<file path="config.mk">
export PLATFORM = sky130hd
export DESIGN_NAME = elf_segment_load_checker_core_flat
export DESIGN_NICKNAME = d
export VERILOG_FILES = /design/src/sv/eslc_pkg.sv /design/src/sv/eslc_hdr_if.sv /design/src/sv/eslc_res_if.sv /design/src/sv/elf_segment_load_checker_core.sv /design/src/flat_wrapper.sv
export SDC_FILE = /design/constraint.sdc
export NUM_CORES = 2
export LEC_CHECK = 0
export BUFFER_PORTS_ARGS = -buffer_cell sky130_fd_sc_hd__buf_2
export CAP_MARGIN = 0
export CORE_MARGIN = 3
export CORE_UTILIZATION = 60
export CTS_CLUSTER_SIZE = 14
export DETAILED_ROUTE_END_ITERATION = 6
export PLACE_DENSITY = 0.81
export SYNTH_ARGS = -nofsm -noshare
export SYNTH_HDL_FRONTEND = slang
export SYNTH_SLANG_ARGS = --single-unit
</file>
<file path="constraint.sdc">
create_clock -name i_clk -period 11.9 [get_ports i_clk]
set_clock_uncertainty 0.1 [all_clocks]
set_input_delay 1.19 -clock i_clk [delete_from_list [all_inputs] [get_ports i_clk]]
set_output_delay 1.19 -clock i_clk [all_outputs]
set_load 0.05 [all_outputs]
</file>
<file path="src/sv/eslc_pkg.sv">
// ----------------------------------------------------------------------------
// eslc_pkg
// Shared types and constants of the ELF32 segment load checker.
// ----------------------------------------------------------------------------
`default_nettype none

package eslc_pkg;

    localparam int unsigned PAGE_BYTES_DEF   = 4096;
    localparam logic [31:0] ALL_ONES         = 32'hFFFF_FFFF;
    localparam logic [24:0] MAX_IMAGE_BYTES  = 25'(16 * 1024 * 1024);

    localparam int unsigned CFG_ADDR_W = 5;

    typedef enum logic [2:0] {
        REG_IMAGE_SIZE  = 3'd0,
        REG_ENTRY_ADDR  = 3'd1,
        REG_USER_START  = 3'd2,
        REG_USER_TOP    = 3'd3,
        REG_BSS_LIMIT   = 3'd4
    } t_reg_idx;

    localparam logic [24:0] IMAGE_SIZE_RST  = 25'd0;
    localparam logic [31:0] ENTRY_ADDR_RST  = 32'd0;
    localparam logic [31:0] USER_START_RST  = 32'h0040_0000;
    localparam logic [31:0] USER_TOP_RST    = 32'hC000_0000;
    localparam logic [31:0] BSS_LIMIT_RST   = 32'(4 * 1024 * 1024);

    typedef enum logic [2:0] {
        ST_OK        = 3'd0,
        ST_SKIPPED   = 3'd1,
        ST_BAD_FILE  = 3'd2,
        ST_BAD_RANGE = 3'd3,
        ST_BSS_OVER  = 3'd4,
        ST_NONE      = 3'd5,
        ST_BAD_ENTRY = 3'd6,
        ST_EARLIER   = 3'd7
    } t_status;

    typedef struct packed {
        logic [31:0] seg_type;
        logic [2:0]  seg_flags;
        logic [31:0] file_offset;
        logic [31:0] file_size;
        logic [31:0] mem_size;
        logic [31:0] virt_addr;
        logic        last;
    } t_seg_hdr;

    typedef struct packed {
        t_status     status;
        logic [31:0] load_base;
        logic [31:0] load_span;
        logic [31:0] zfill_base;
        logic [31:0] zfill_span;
        logic [31:0] code_base;
        logic [31:0] code_len;
        logic [31:0] rw_base;
        logic [31:0] rw_len;
        logic        done_res;
    } t_seg_res;

endpackage

`default_nettype wire

</file>
<file path="src/sv/eslc_hdr_if.sv">
// ----------------------------------------------------------------------------
// eslc_hdr_if
// Valid/ready channel carrying one program header per transfer.
// ----------------------------------------------------------------------------
`default_nettype none

interface eslc_hdr_if;
    logic               valid;
    logic               ready;
    eslc_pkg::t_seg_hdr data;

    modport source (output valid, output data, input ready);
    modport sink   (input valid, input data, output ready);
endinterface

`default_nettype wire

</file>
<file path="src/sv/eslc_res_if.sv">
// ----------------------------------------------------------------------------
// eslc_res_if
// Valid/ready channel carrying one check result per transfer.
// ----------------------------------------------------------------------------
`default_nettype none

interface eslc_res_if;
    logic               valid;
    logic               ready;
    eslc_pkg::t_seg_res data;

    modport source (output valid, output data, input ready);
    modport sink   (input valid, input data, output ready);
endinterface

`default_nettype wire

</file>
<file path="src/sv/elf_segment_load_checker_core.sv">
// ----------------------------------------------------------------------------
// elf_segment_load_checker_core
// Checks ELF32 program headers and builds the load summary of one image.
//
//   channel   dir  handshake        payload
//   i_hdr     in   valid / ready    eslc_pkg::t_seg_hdr
//   o_res     out  valid / ready    eslc_pkg::t_seg_res
//   cfg       in   psel / penable   paddr, pwdata, prdata (APB, pready = 1)
//
// One header per cycle sustained while results are taken; a header is
// registered in the input stage at its transfer, and its result is then
// registered in the result stage.
// A stalled result holds a full input stage; header ready then drops.
// Reset (synchronous, active low) clears control state and registers.
// A header with last set clears the summary once its result is formed.
// ----------------------------------------------------------------------------
`default_nettype none

module elf_segment_load_checker_core #(
    parameter int unsigned PAGE_BYTES = eslc_pkg::PAGE_BYTES_DEF
) (
    input  wire                               i_clk,
    input  wire                               i_rst_n,
    eslc_hdr_if.sink                          i_hdr,
    eslc_res_if.source                        o_res,
    input  wire                               psel,
    input  wire                               penable,
    input  wire                               pwrite,
    input  wire  [eslc_pkg::CFG_ADDR_W-1:0]   paddr,
    input  wire  [31:0]                       pwdata,
    output logic [31:0]                       prdata,
    output logic                              pready
);

    localparam logic [31:0] PageLow  = 32'(PAGE_BYTES) - 32'd1;
    localparam logic [31:0] PageMask = ~PageLow;

    typedef struct packed {
        logic        last;
        logic        skip;
        logic        range_bad;
        logic        win_bad;
        logic        has_bss;
        logic        entry_in;
        logic        exec;
        logic        wr;
        logic [31:0] zlen;
        logic [31:0] zva;
        logic [31:0] end32;
        logic [31:0] va;
        logic [31:0] msz;
    } t_stage;

    // configuration
    logic [24:0] r_image_size;
    logic [31:0] r_entry_addr, r_user_start, r_user_top, r_bss_limit;
    logic        w_cfg_wr;

    assign pready   = 1'b1;
    assign w_cfg_wr = psel && penable && pwrite;

    always_ff @(posedge i_clk) begin
        if (!i_rst_n) begin
            r_image_size  <= eslc_pkg::IMAGE_SIZE_RST;
            r_entry_addr  <= eslc_pkg::ENTRY_ADDR_RST;
            r_user_start  <= eslc_pkg::USER_START_RST;
            r_user_top    <= eslc_pkg::USER_TOP_RST;
            r_bss_limit   <= eslc_pkg::BSS_LIMIT_RST;
        end else if (w_cfg_wr) begin
            unique case (paddr[4:2])
                eslc_pkg::REG_IMAGE_SIZE:  r_image_size  <= pwdata[24:0];
                eslc_pkg::REG_ENTRY_ADDR:  r_entry_addr  <= pwdata;
                eslc_pkg::REG_USER_START:  r_user_start  <= pwdata;
                eslc_pkg::REG_USER_TOP:    r_user_top    <= pwdata;
                eslc_pkg::REG_BSS_LIMIT:   r_bss_limit   <= pwdata;
                default: ;
            endcase
        end
    end

    always_comb begin
        unique case (paddr[4:2])
            eslc_pkg::REG_IMAGE_SIZE:  prdata = {7'd0, r_image_size};
            eslc_pkg::REG_ENTRY_ADDR:  prdata = r_entry_addr;
            eslc_pkg::REG_USER_START:  prdata = r_user_start;
            eslc_pkg::REG_USER_TOP:    prdata = r_user_top;
            eslc_pkg::REG_BSS_LIMIT:   prdata = r_bss_limit;
            default:                   prdata = 32'd0;
        endcase
    end

    // input stage: per-header checks that need no summary state
    logic        r_in_valid, r_res_valid, w_adv;
    t_stage      r_in, n_in;
    logic [32:0] w_seg_end;
    logic [31:0] w_img32, w_span_lo, w_span_hi;

    assign w_adv       = r_in_valid && (!r_res_valid || o_res.ready);
    assign i_hdr.ready = !r_in_valid || w_adv;

    always_comb begin
        w_img32   = {7'd0, r_image_size};
        w_seg_end = {1'b0, i_hdr.data.virt_addr} + {1'b0, i_hdr.data.mem_size};
        w_span_lo = i_hdr.data.virt_addr & PageMask;
        w_span_hi = (w_seg_end[31:0] + PageLow) & PageMask;

        n_in.last      = i_hdr.data.last;
        n_in.skip      = (i_hdr.data.seg_type != 32'd1) || (i_hdr.data.mem_size == 32'd0);
        n_in.range_bad = (i_hdr.data.file_offset > w_img32)
                      || (i_hdr.data.file_size > (w_img32 - i_hdr.data.file_offset))
                      || (i_hdr.data.file_size > i_hdr.data.mem_size);
        n_in.win_bad   = (w_seg_end > {1'b0, r_user_top})
                      || (i_hdr.data.virt_addr < r_user_start)
                      || w_seg_end[32]
                      || (w_span_hi <= w_span_lo);
        n_in.has_bss   = i_hdr.data.mem_size > i_hdr.data.file_size;
        n_in.zlen      = i_hdr.data.mem_size - i_hdr.data.file_size;
        n_in.zva       = i_hdr.data.virt_addr + i_hdr.data.file_size;
        n_in.end32     = w_seg_end[31:0];
        n_in.va        = i_hdr.data.virt_addr;
        n_in.msz       = i_hdr.data.mem_size;
        n_in.entry_in  = (r_entry_addr >= i_hdr.data.virt_addr)
                      && (r_entry_addr < w_seg_end[31:0]);
        n_in.exec      = i_hdr.data.seg_flags[0];
        n_in.wr        = i_hdr.data.seg_flags[1];
    end

    always_ff @(posedge i_clk) begin
        if (!i_rst_n) begin
            r_in_valid <= 1'b0;
        end else if (i_hdr.ready) begin
            r_in_valid <= i_hdr.valid;
        end
    end

    always_ff @(posedge i_clk) begin
        if (i_hdr.valid && i_hdr.ready) begin
            r_in <= n_in;
        end
    end

    // result stage: summary state
    logic [31:0] r_base_addr, r_end_addr, r_bss_low, r_bss_high;
    logic [32:0] r_bss_total;
    logic [31:0] r_text_base, r_text_len, r_data_base, r_data_len;
    logic        r_any_loaded, r_entry_hit, r_entry_exec, r_failed;

    logic [31:0] n_base_addr, n_end_addr, n_bss_low, n_bss_high;
    logic [32:0] n_bss_total, w_bss_sum;
    logic [31:0] n_text_base, n_text_len, n_data_base, n_data_len;
    logic        n_any_loaded, n_entry_hit, n_entry_exec, n_failed;
    logic        w_img_bad, w_bss_over, w_loaded;
    eslc_pkg::t_status w_status;
    eslc_pkg::t_seg_res n_res, r_res;

    always_comb begin
        n_base_addr  = r_base_addr;
        n_end_addr   = r_end_addr;
        n_bss_low    = r_bss_low;
        n_bss_high   = r_bss_high;
        n_bss_total  = r_bss_total;
        n_text_base  = r_text_base;
        n_text_len   = r_text_len;
        n_data_base  = r_data_base;
        n_data_len   = r_data_len;
        n_any_loaded = r_any_loaded;
        n_entry_hit  = r_entry_hit;
        n_entry_exec = r_entry_exec;
        n_failed     = r_failed;

        w_img_bad  = (r_image_size == 25'd0) || (r_image_size > eslc_pkg::MAX_IMAGE_BYTES);
        w_bss_sum  = r_bss_total + {1'b0, r_in.zlen};
        w_bss_over = w_bss_sum > {1'b0, r_bss_limit};

        if (r_failed) begin
            w_status = eslc_pkg::ST_EARLIER;
        end else if (w_img_bad) begin
            w_status = eslc_pkg::ST_BAD_FILE;
            n_failed = 1'b1;
        end else if (r_in.skip) begin
            w_status = eslc_pkg::ST_SKIPPED;
        end else if (r_in.range_bad) begin
            w_status = eslc_pkg::ST_BAD_FILE;
            n_failed = 1'b1;
        end else if (r_in.win_bad) begin
            w_status = eslc_pkg::ST_BAD_RANGE;
            n_failed = 1'b1;
        end else if (r_in.has_bss && w_bss_over) begin
            w_status    = eslc_pkg::ST_BSS_OVER;
            n_failed    = 1'b1;
            n_bss_total = w_bss_sum;
        end else begin
            w_status = eslc_pkg::ST_OK;
            if (r_in.has_bss) begin
                n_bss_total = w_bss_sum;
                if (r_in.zva < r_bss_low) begin
                    n_bss_low = r_in.zva;
                end
                if (r_in.end32 > r_bss_high) begin
                    n_bss_high = r_in.end32;
                end
            end
            if (r_in.entry_in) begin
                n_entry_hit = 1'b1;
                if (r_in.exec) begin
                    n_entry_exec = 1'b1;
                end
            end
            if (r_in.va < r_base_addr) begin
                n_base_addr = r_in.va;
            end
            if (r_in.end32 > r_end_addr) begin
                n_end_addr = r_in.end32;
            end
            if (r_in.exec && (r_text_len == 32'd0)) begin
                n_text_base = r_in.va;
                n_text_len  = r_in.msz;
            end
            if (r_in.wr && !r_in.exec && (r_data_len == 32'd0)) begin
                n_data_base = r_in.va;
                n_data_len  = r_in.msz;
            end
            n_any_loaded = 1'b1;
        end

        w_loaded = n_any_loaded && (n_base_addr != eslc_pkg::ALL_ONES);
        if (r_in.last && !n_failed) begin
            if (!w_loaded) begin
                w_status = eslc_pkg::ST_NONE;
            end else if (!n_entry_hit || !n_entry_exec) begin
                w_status = eslc_pkg::ST_BAD_ENTRY;
            end
        end

        n_res.status    = w_status;
        n_res.load_base = w_loaded ? n_base_addr : 32'd0;
        n_res.load_span = w_loaded ? (n_end_addr - n_base_addr) : 32'd0;
        if (n_bss_low != eslc_pkg::ALL_ONES) begin
            n_res.zfill_base = n_bss_low;
            n_res.zfill_span = n_bss_high - n_bss_low;
        end else begin
            n_res.zfill_base = 32'd0;
            n_res.zfill_span = 32'd0;
        end
        n_res.code_base = n_text_base;
        n_res.code_len  = n_text_len;
        n_res.rw_base   = n_data_base;
        n_res.rw_len    = n_data_len;
        n_res.done_res  = r_in.last;
    end

    always_ff @(posedge i_clk) begin
        if (!i_rst_n || (w_adv && r_in.last)) begin
            r_base_addr  <= eslc_pkg::ALL_ONES;
            r_end_addr   <= 32'd0;
            r_bss_low    <= eslc_pkg::ALL_ONES;
            r_bss_high   <= 32'd0;
            r_bss_total  <= 33'd0;
            r_text_base  <= 32'd0;
            r_text_len   <= 32'd0;
            r_data_base  <= 32'd0;
            r_data_len   <= 32'd0;
            r_any_loaded <= 1'b0;
            r_entry_hit  <= 1'b0;
            r_entry_exec <= 1'b0;
            r_failed     <= 1'b0;
        end else if (w_adv) begin
            r_base_addr  <= n_base_addr;
            r_end_addr   <= n_end_addr;
            r_bss_low    <= n_bss_low;
            r_bss_high   <= n_bss_high;
            r_bss_total  <= n_bss_total;
            r_text_base  <= n_text_base;
            r_text_len   <= n_text_len;
            r_data_base  <= n_data_base;
            r_data_len   <= n_data_len;
            r_any_loaded <= n_any_loaded;
            r_entry_hit  <= n_entry_hit;
            r_entry_exec <= n_entry_exec;
            r_failed     <= n_failed;
        end
    end

    always_ff @(posedge i_clk) begin
        if (!i_rst_n) begin
            r_res_valid <= 1'b0;
        end else if (w_adv) begin
            r_res_valid <= 1'b1;
        end else if (o_res.ready) begin
            r_res_valid <= 1'b0;
        end
    end

    always_ff @(posedge i_clk) begin
        if (w_adv) begin
            r_res <= n_res;
        end
    end

    assign o_res.valid = r_res_valid;
    assign o_res.data  = r_res;

    // checks
    a_clear_after_last: assert property (@(posedge i_clk) disable iff (!i_rst_n)
        (w_adv && r_in.last) |=> (!r_failed && !r_any_loaded && (r_bss_total == 33'd0)))
        else $error("summary not cleared after last header");

    a_sticky_failure: assert property (@(posedge i_clk) disable iff (!i_rst_n)
        (w_adv && r_failed) |-> (n_res.status == eslc_pkg::ST_EARLIER))
        else $error("failed state did not force earlier-failure status");

    a_loaded_base: assert property (@(posedge i_clk) disable iff (!i_rst_n)
        r_any_loaded |-> (r_base_addr != eslc_pkg::ALL_ONES))
        else $error("segment loaded but base address unset");

    a_hold_input: assert property (@(posedge i_clk) disable iff (!i_rst_n)
        (r_in_valid && r_res_valid && !o_res.ready) |=> (r_in_valid && $stable(r_in)))
        else $error("input stage lost a header while output stalled");

    a_ok_loads: assert property (@(posedge i_clk) disable iff (!i_rst_n)
        (w_adv && !r_in.last && (n_res.status == eslc_pkg::ST_OK)) |=> r_any_loaded)
        else $error("ok status without a loaded segment");

endmodule

`default_nettype wire

</file>
<file path="src/flat_wrapper.sv">
// flat-port wrapper written by rule: the top's interface ports become plain ports
module elf_segment_load_checker_core_flat 
#(
    parameter int unsigned PAGE_BYTES = eslc_pkg::PAGE_BYTES_DEF
)
  (i_clk, i_rst_n, psel, penable, pwrite, paddr, pwdata, prdata, pready, i_hdr_valid, i_hdr_data, i_hdr_ready, o_res_valid, o_res_data, o_res_ready);
  eslc_hdr_if i_hdr_i ();
  eslc_res_if o_res_i ();
  input  wire i_clk;
  input  wire i_rst_n;
  input  wire psel;
  input  wire penable;
  input  wire pwrite;
  input  wire  [eslc_pkg::CFG_ADDR_W-1:0] paddr;
  input  wire  [31:0] pwdata;
  output logic [31:0] prdata;
  output logic pready;
  input wire logic [$bits(i_hdr_i.valid)-1:0] i_hdr_valid;
  input wire logic [$bits(i_hdr_i.data)-1:0] i_hdr_data;
  output wire logic [$bits(i_hdr_i.ready)-1:0] i_hdr_ready;
  output wire logic [$bits(o_res_i.valid)-1:0] o_res_valid;
  output wire logic [$bits(o_res_i.data)-1:0] o_res_data;
  input wire logic [$bits(o_res_i.ready)-1:0] o_res_ready;
  assign i_hdr_i.valid = i_hdr_valid;
  assign i_hdr_i.data = i_hdr_data;
  assign i_hdr_ready = i_hdr_i.ready;
  assign o_res_valid = o_res_i.valid;
  assign o_res_data = o_res_i.data;
  assign o_res_i.ready = o_res_ready;
  elf_segment_load_checker_core #(.PAGE_BYTES(PAGE_BYTES)) u_core (.i_clk(i_clk), .i_rst_n(i_rst_n), .i_hdr(i_hdr_i), .o_res(o_res_i), .psel(psel), .penable(penable), .pwrite(pwrite), .paddr(paddr), .pwdata(pwdata), .prdata(prdata), .pready(pready));
endmodule
</file>
After elaboration in Yosys (flattened, before gate mapping)
Cells that the tools add are included.
Storage, ports and cells
  input bits: 208
  word-level logic and storage cells: 220
  register bits after elaboration: 876
  output and inout port bits: 295
Cells by class
  multiplexer cells: 99
  $lt $le $gt $ge: 15
  add/sub/neg operators: 8
  bitwise logic cells: 5
  equal/unequal tests: 7
  reduce and logical (&&, ||, !) cells: 43
Operator list (number)
  32-bit two-way mux: 58
  32-bit > comparator: 5
  32-bit one-hot mux with 5 select lines: 1
  32-bit < comparator: 4
  32-bit logical NOT: 3
  32-bit subtractor: 3
  33-bit by 32-bit > comparator with 1-bit output: 2
  33-bit two-way mux: 2
  32-bit != test, second input constant: 2
  32-bit by 32-bit adder with 33-bit output: 1
  33-bit by 32-bit adder with 33-bit output: 1
  32-bit by 12-bit adder with 32-bit output, second input constant: 1
  32-bit adder: 1
  32-bit >= comparator: 1
  32-bit by 25-bit > comparator with 1-bit output: 1
  32-bit <= comparator: 1
  32-bit by 1-bit != test with 1-bit output, second input constant: 1
  25-bit by 32-bit subtractor with 32-bit output: 1
  1-bit two-way mux: 29
  3-bit two-way mux: 9
  25-bit > comparator, second input constant: 1
  25-bit logical NOT: 1
  1-bit logical AND: 12
  1-bit logical OR: 11
  9 further kinds: 25

Depth between registers and ports, before layout
  depth in word-level cells: 14
  mapped depth: 45
  mapped depth without buffers: 42

Least setup slack after synthesis
Ideal clock, no wire load.
  path kind: in2reg
  start: input port o_res_ready
  end: register u_core.r_end_addr[0]
  setup slack: 1974 ps
  setup time: 501 ps
  buffers on the path: 3
  data required time: 11299 ps
  arrival time: 9325 ps
  stages on the path: 7
  cells stage by stage: nor2b_1 nand2b_1 clkbuf_1 clkinv_1 clkbuf_1 clkbuf_1 a211oi_1
On the way
  cells in the longest elaborated chain, start to end: 4
RTL lines
  start: declaration: line flat_wrapper.sv:23  | input wire logic [$bits(o_res_i.ready)-1:0] o_res_ready;
  1-bit logical OR (*): line elf_segment_load_checker_core.sv:98  | assign w_adv = r_in_valid && (!r_res_valid || o_res.ready);
  1-bit logical AND (*): line elf_segment_load_checker_core.sv:98
  net u_core.w_adv: line elf_segment_load_checker_core.sv:93  | logic r_in_valid, r_res_valid, w_adv;
  1-bit logical AND: line elf_segment_load_checker_core.sv:253  | if (!i_rst_n || (w_adv && r_in.last)) begin
  1-bit logical OR: line elf_segment_load_checker_core.sv:253
  end signal: assignment: line elf_segment_load_checker_core.sv:269  | r_end_addr <= n_end_addr;
  end: declaration: line elf_segment_load_checker_core.sv:143  | logic [31:0] r_base_addr, r_end_addr, r_bss_low, r_bss_high;
Mark *: on every way through the listed nets, which the timed path passes. The rest lies on a longest branch.
A chain may end at the register's enable or synchronous reset.

Final worst setup path
  start: register u_core.r_in[129] in the netlist's numbering
  end: register u_core.r_res (netlist bit u_core.o_res.data[158]) (data pin)
On the way
  cells in the longest elaborated chain, start to end: 10
  elaborated cells on any way between the ends: 17
  classes of those cells: add/sub (2); order compare (1); eq/ne (1); mux (12); reduce/logical (1)
RTL lines
  start: declaration: line elf_segment_load_checker_core.sv:94  | t_stage r_in, n_in;
  start signal: assignment: line elf_segment_load_checker_core.sv:138  | r_in <= n_in;
  33-bit by 32-bit adder with 33-bit output (*): line elf_segment_load_checker_core.sv:172  | w_bss_sum = r_bss_total + {1'b0, r_in.zlen};
  net u_core.w_bss_sum[31]: line elf_segment_load_checker_core.sv:149  | logic [32:0] n_bss_total, w_bss_sum;
  33-bit by 32-bit > comparator with 1-bit output (*): line elf_segment_load_checker_core.sv:173  | w_bss_over = w_bss_sum > {1'b0, r_bss_limit};
  1-bit logical AND (*): line elf_segment_load_checker_core.sv:188  | end else if (r_in.has_bss && w_bss_over) begin
  32-bit two-way mux: line elf_segment_load_checker_core.sv:188
  32-bit two-way mux: line elf_segment_load_checker_core.sv:185  | end else if (r_in.win_bad) begin
  32-bit two-way mux: line elf_segment_load_checker_core.sv:182  | end else if (r_in.range_bad) begin
  32-bit two-way mux: line elf_segment_load_checker_core.sv:180  | end else if (r_in.skip) begin
  32-bit two-way mux: line elf_segment_load_checker_core.sv:177  | end else if (w_img_bad) begin
  32-bit two-way mux: line elf_segment_load_checker_core.sv:175  | if (r_failed) begin
  32-bit subtractor / 32-bit != test (equally long branches): line elf_segment_load_checker_core.sv:240, elf_segment_load_checker_core.sv:238
  end signal: assignment: line elf_segment_load_checker_core.sv:296  | r_res <= n_res;
  end: declaration: line elf_segment_load_checker_core.sv:154  | eslc_pkg::t_seg_res n_res, r_res;
Marks and branches as above.

==> run metrics <==
status=complete, no violations; H-tree depth=3; ANT nets after route=0; r2r setup slk=1.17 ns; Worst Hold Endpoint=u_core.r_bss_high[20]; fin crit share=90.16%; vias in the first global route=42400; FILL cells=6813; post-cts sizing count=0; Root Buffer=clkbuf_16; # setup viols final=0; clk buf depth=3; Max-Cap Viols=0; I/O Buffers=498; drt pass-1 iters=6; core area=85950 um2; Die H=301.6 um; setup TNS=0 ns; LEAKAGE=25.62 nW; top cells by area, synth=edfxtp_1, dfxtp_1, ha_1; crit path max fanout=21; Mapped Cells=5662; post-DR vias/cell=6.240; fmax=93.21 MHz; Final nets=6826; synth cell count leaders=nand2_1, ha_1, nor2_1; gr ovfl total=0; Post-route DRC=0; syn avg cell area=9.261 um2; HP Class=flip-flop to flip-flop; Primary FF master, synth=dfxtp_1; asr flop ratio synth=0%; hold slack final=0.3562 ns; maximum vdd drop=0.0001082 V; Skew-Pair Late Insertion Delay=0.71 ns; post-synthesis cell type count=100; Worst path max stage delay=0.53 ns; final WL=171400 um; Critical Path AT=11.05 ns; first-pass GRT wire length=251800 um; Post-DP HPWL=131100 um; Period minus WS final=10.73 ns; synthesized area=52440 um2; Worst EP required=12.22 ns; Critical Path End Type=flip-flop; Area Overhead vs Synth=12.79%; gpl congestion=0.9782; critical path's slowest cell=mux2i_1; worst setup margin=1.171 ns; reg2reg end=u_core.o_res.data[158]; critical setup path kind=flip-flop to flip-flop; Die X-Extent=301.6 um; Synthesized Nets=6409; DIE AREA=90970 um2; Hold Path Origin=u_core.r_bss_high[20]; Fin. Hold Viols=0; GRT Total Usage=36.39%; area taken by multi-input logic gates=28250 um2; worst flop-to-flop path startpoint=u_core.r_in[129]; CTS buffer count=93; Worst-path clk slew=0.07 ns; Ports=503; Layout Cells excl Fill=7308; FF-to-FF path depth=40; hold buffer count at cts=0; Slew Viols, Final=0; total number of vias=45600; CTS Sinks=876; Top cell by count, worst path=a21oi_1; Initial Utilization=61.01%; Place WS=1.359 ns; Relative slew margins=20.99%; Seq/Total Area, Yosys=41.61%; synth warn=0; WHS Path Cells=2; largest net degree at the start of global routing=225; number of synthesized flops with an enable pin=428; area leader, netlist=edfxtp_1; top-count cell post-synth=nand2_1; Post-CTS Setup Inserts=0; DRT iter0 DRCs=4343; slew at the pin with the worst max-slew slack=1.185 ns; num rows=107; share of cells above drive strength 1=13.88%; Cell Pwr Density=134.5 nW/um2; number of synthesized register bits=876; placed insts=7128; CP Launch Type=flip-flop; initial antenna violation count=13; Synth top area share=24.51%; RSZ-0062 raised after global routing=no; FF+latch area=21820 um2; CTS tree=built; Routed WL per cell=23.45 um
-- cell families (layout without fill, tap and decap cells) --
family                   Yosys count  count (layout)  synth area share, %
multiplexers                     184             184                3.806
other                              1               5             0.007152
flip-flops                       876             876                41.61
XOR/XNOR                         208             208                3.510
AND/OR/NAND/NOR                 1820            1820                15.63
AO/OA/AOI/OAI                   1387            1387                17.66
buffers and inverters            639            1137                4.663
adder cells (fa/ha/maj)          547             547                13.10
-- routing by layer --
metal / part of all wire (%) / wire [um] / global-route usage, %
met5: 0.026 / 44 / 0
met4: 6.9 / 11850 / 21.69
met3: 9.5 / 16300 / 5.457
met2: 45 / 77730 / 58.24
met1: 38 / 65480 / 46.79
-- power breakdown --
group	total [W]	internal [W]	leakage (nW)	switching, W
Sequential	0.00346	0.00333	7.73	0.000130
Combinational	0.00149	0.000500	16.3	0.000985
Clock	0.00301	0.00171	1.54	0.00130
-- state kept, by name (all words and copies together), names as in the netlist, 25 cells and up, named ones only --
name	cells
u_core.r_bss_limit	32
u_core.r_text_len	32
u_core.r_data_base	32
u_core.r_image_size	25
u_core.r_bss_high	30
u_core.r_base_addr	32
u_core.r_entry_addr	32
u_core.r_text_base	32
u_core.r_bss_total	33
u_core.r_in	167
u_core.r_data_len	32
u_core.r_end_addr	30
u_core.r_bss_low	32
u_core.r_user_start	32
u_core.r_user_top	32
u_core.o_res.data	260
-- cell usage in the layout, fill, tap and decap left out, types with 138 or more instances in the layout --
cell type  count
a21boi_0     162
a21o_1       204
a21oi_1      289
buf_2        497
dfxtp_1      448
edfxtp_1     428
ha_1         533
inv_1        410
nand2_1      682
nor2_1       529
nor3_1       139
o21ai_0      206
xnor2_1      138
-- worst max-delay path: cells and delay by family, from the launching register on --
kind | cells | cell delay, ns
AOI/OAI and AO/OA | 27 | 6.04
adders and majority gates | 3 | 0.94
and+or+nand+nor | 7 | 1.84
xor gates and xnor gates | 1 | 0.11
buffers and inverters | 1 | 0.46
DFF | 1 | 0.43
muxes | 1 | 0.53
-- area by class of cell --
type / instances / share of cell area [%]
timing repair buffer: 550 / 4.921
tap: 1144 / 2.420
inverter: 411 / 2.621
antenna: 4 / 0.01692
clock buffer: 129 / 4.424
sequential: 876 / 36.90
multi-input combinational: 4147 / 47.77
clock inverter: 47 / 0.9308
-- metrics by stage --
stage               instance area [um2]  utilization, %  total power [W]
floorplan                         52440               -         0.004463
global placement                  55970           65.11         0.004923
detailed placement                55970           65.11         0.004961
CTS                               59130           68.80         0.007936
global route                      59140           68.81         0.008223
finish                            59140           68.81         0.007955
-- worst max path at each step --
stage,startpoint,to,depth (start not counted)
after floorplan,o_res_ready,u_core.r_end_addr[0],7
after global placement,u_core.r_in[129],u_core.o_res.data[158],40
after detailed placement,u_core.r_in[129],u_core.o_res.data[158],40
after CTS,u_core.r_in[129],u_core.o_res.data[158],40
after global routing,u_core.r_in[129],u_core.o_res.data[158],40
final,u_core.r_in[129],u_core.o_res.data[158],40
(Power assumes the default switching activity.)
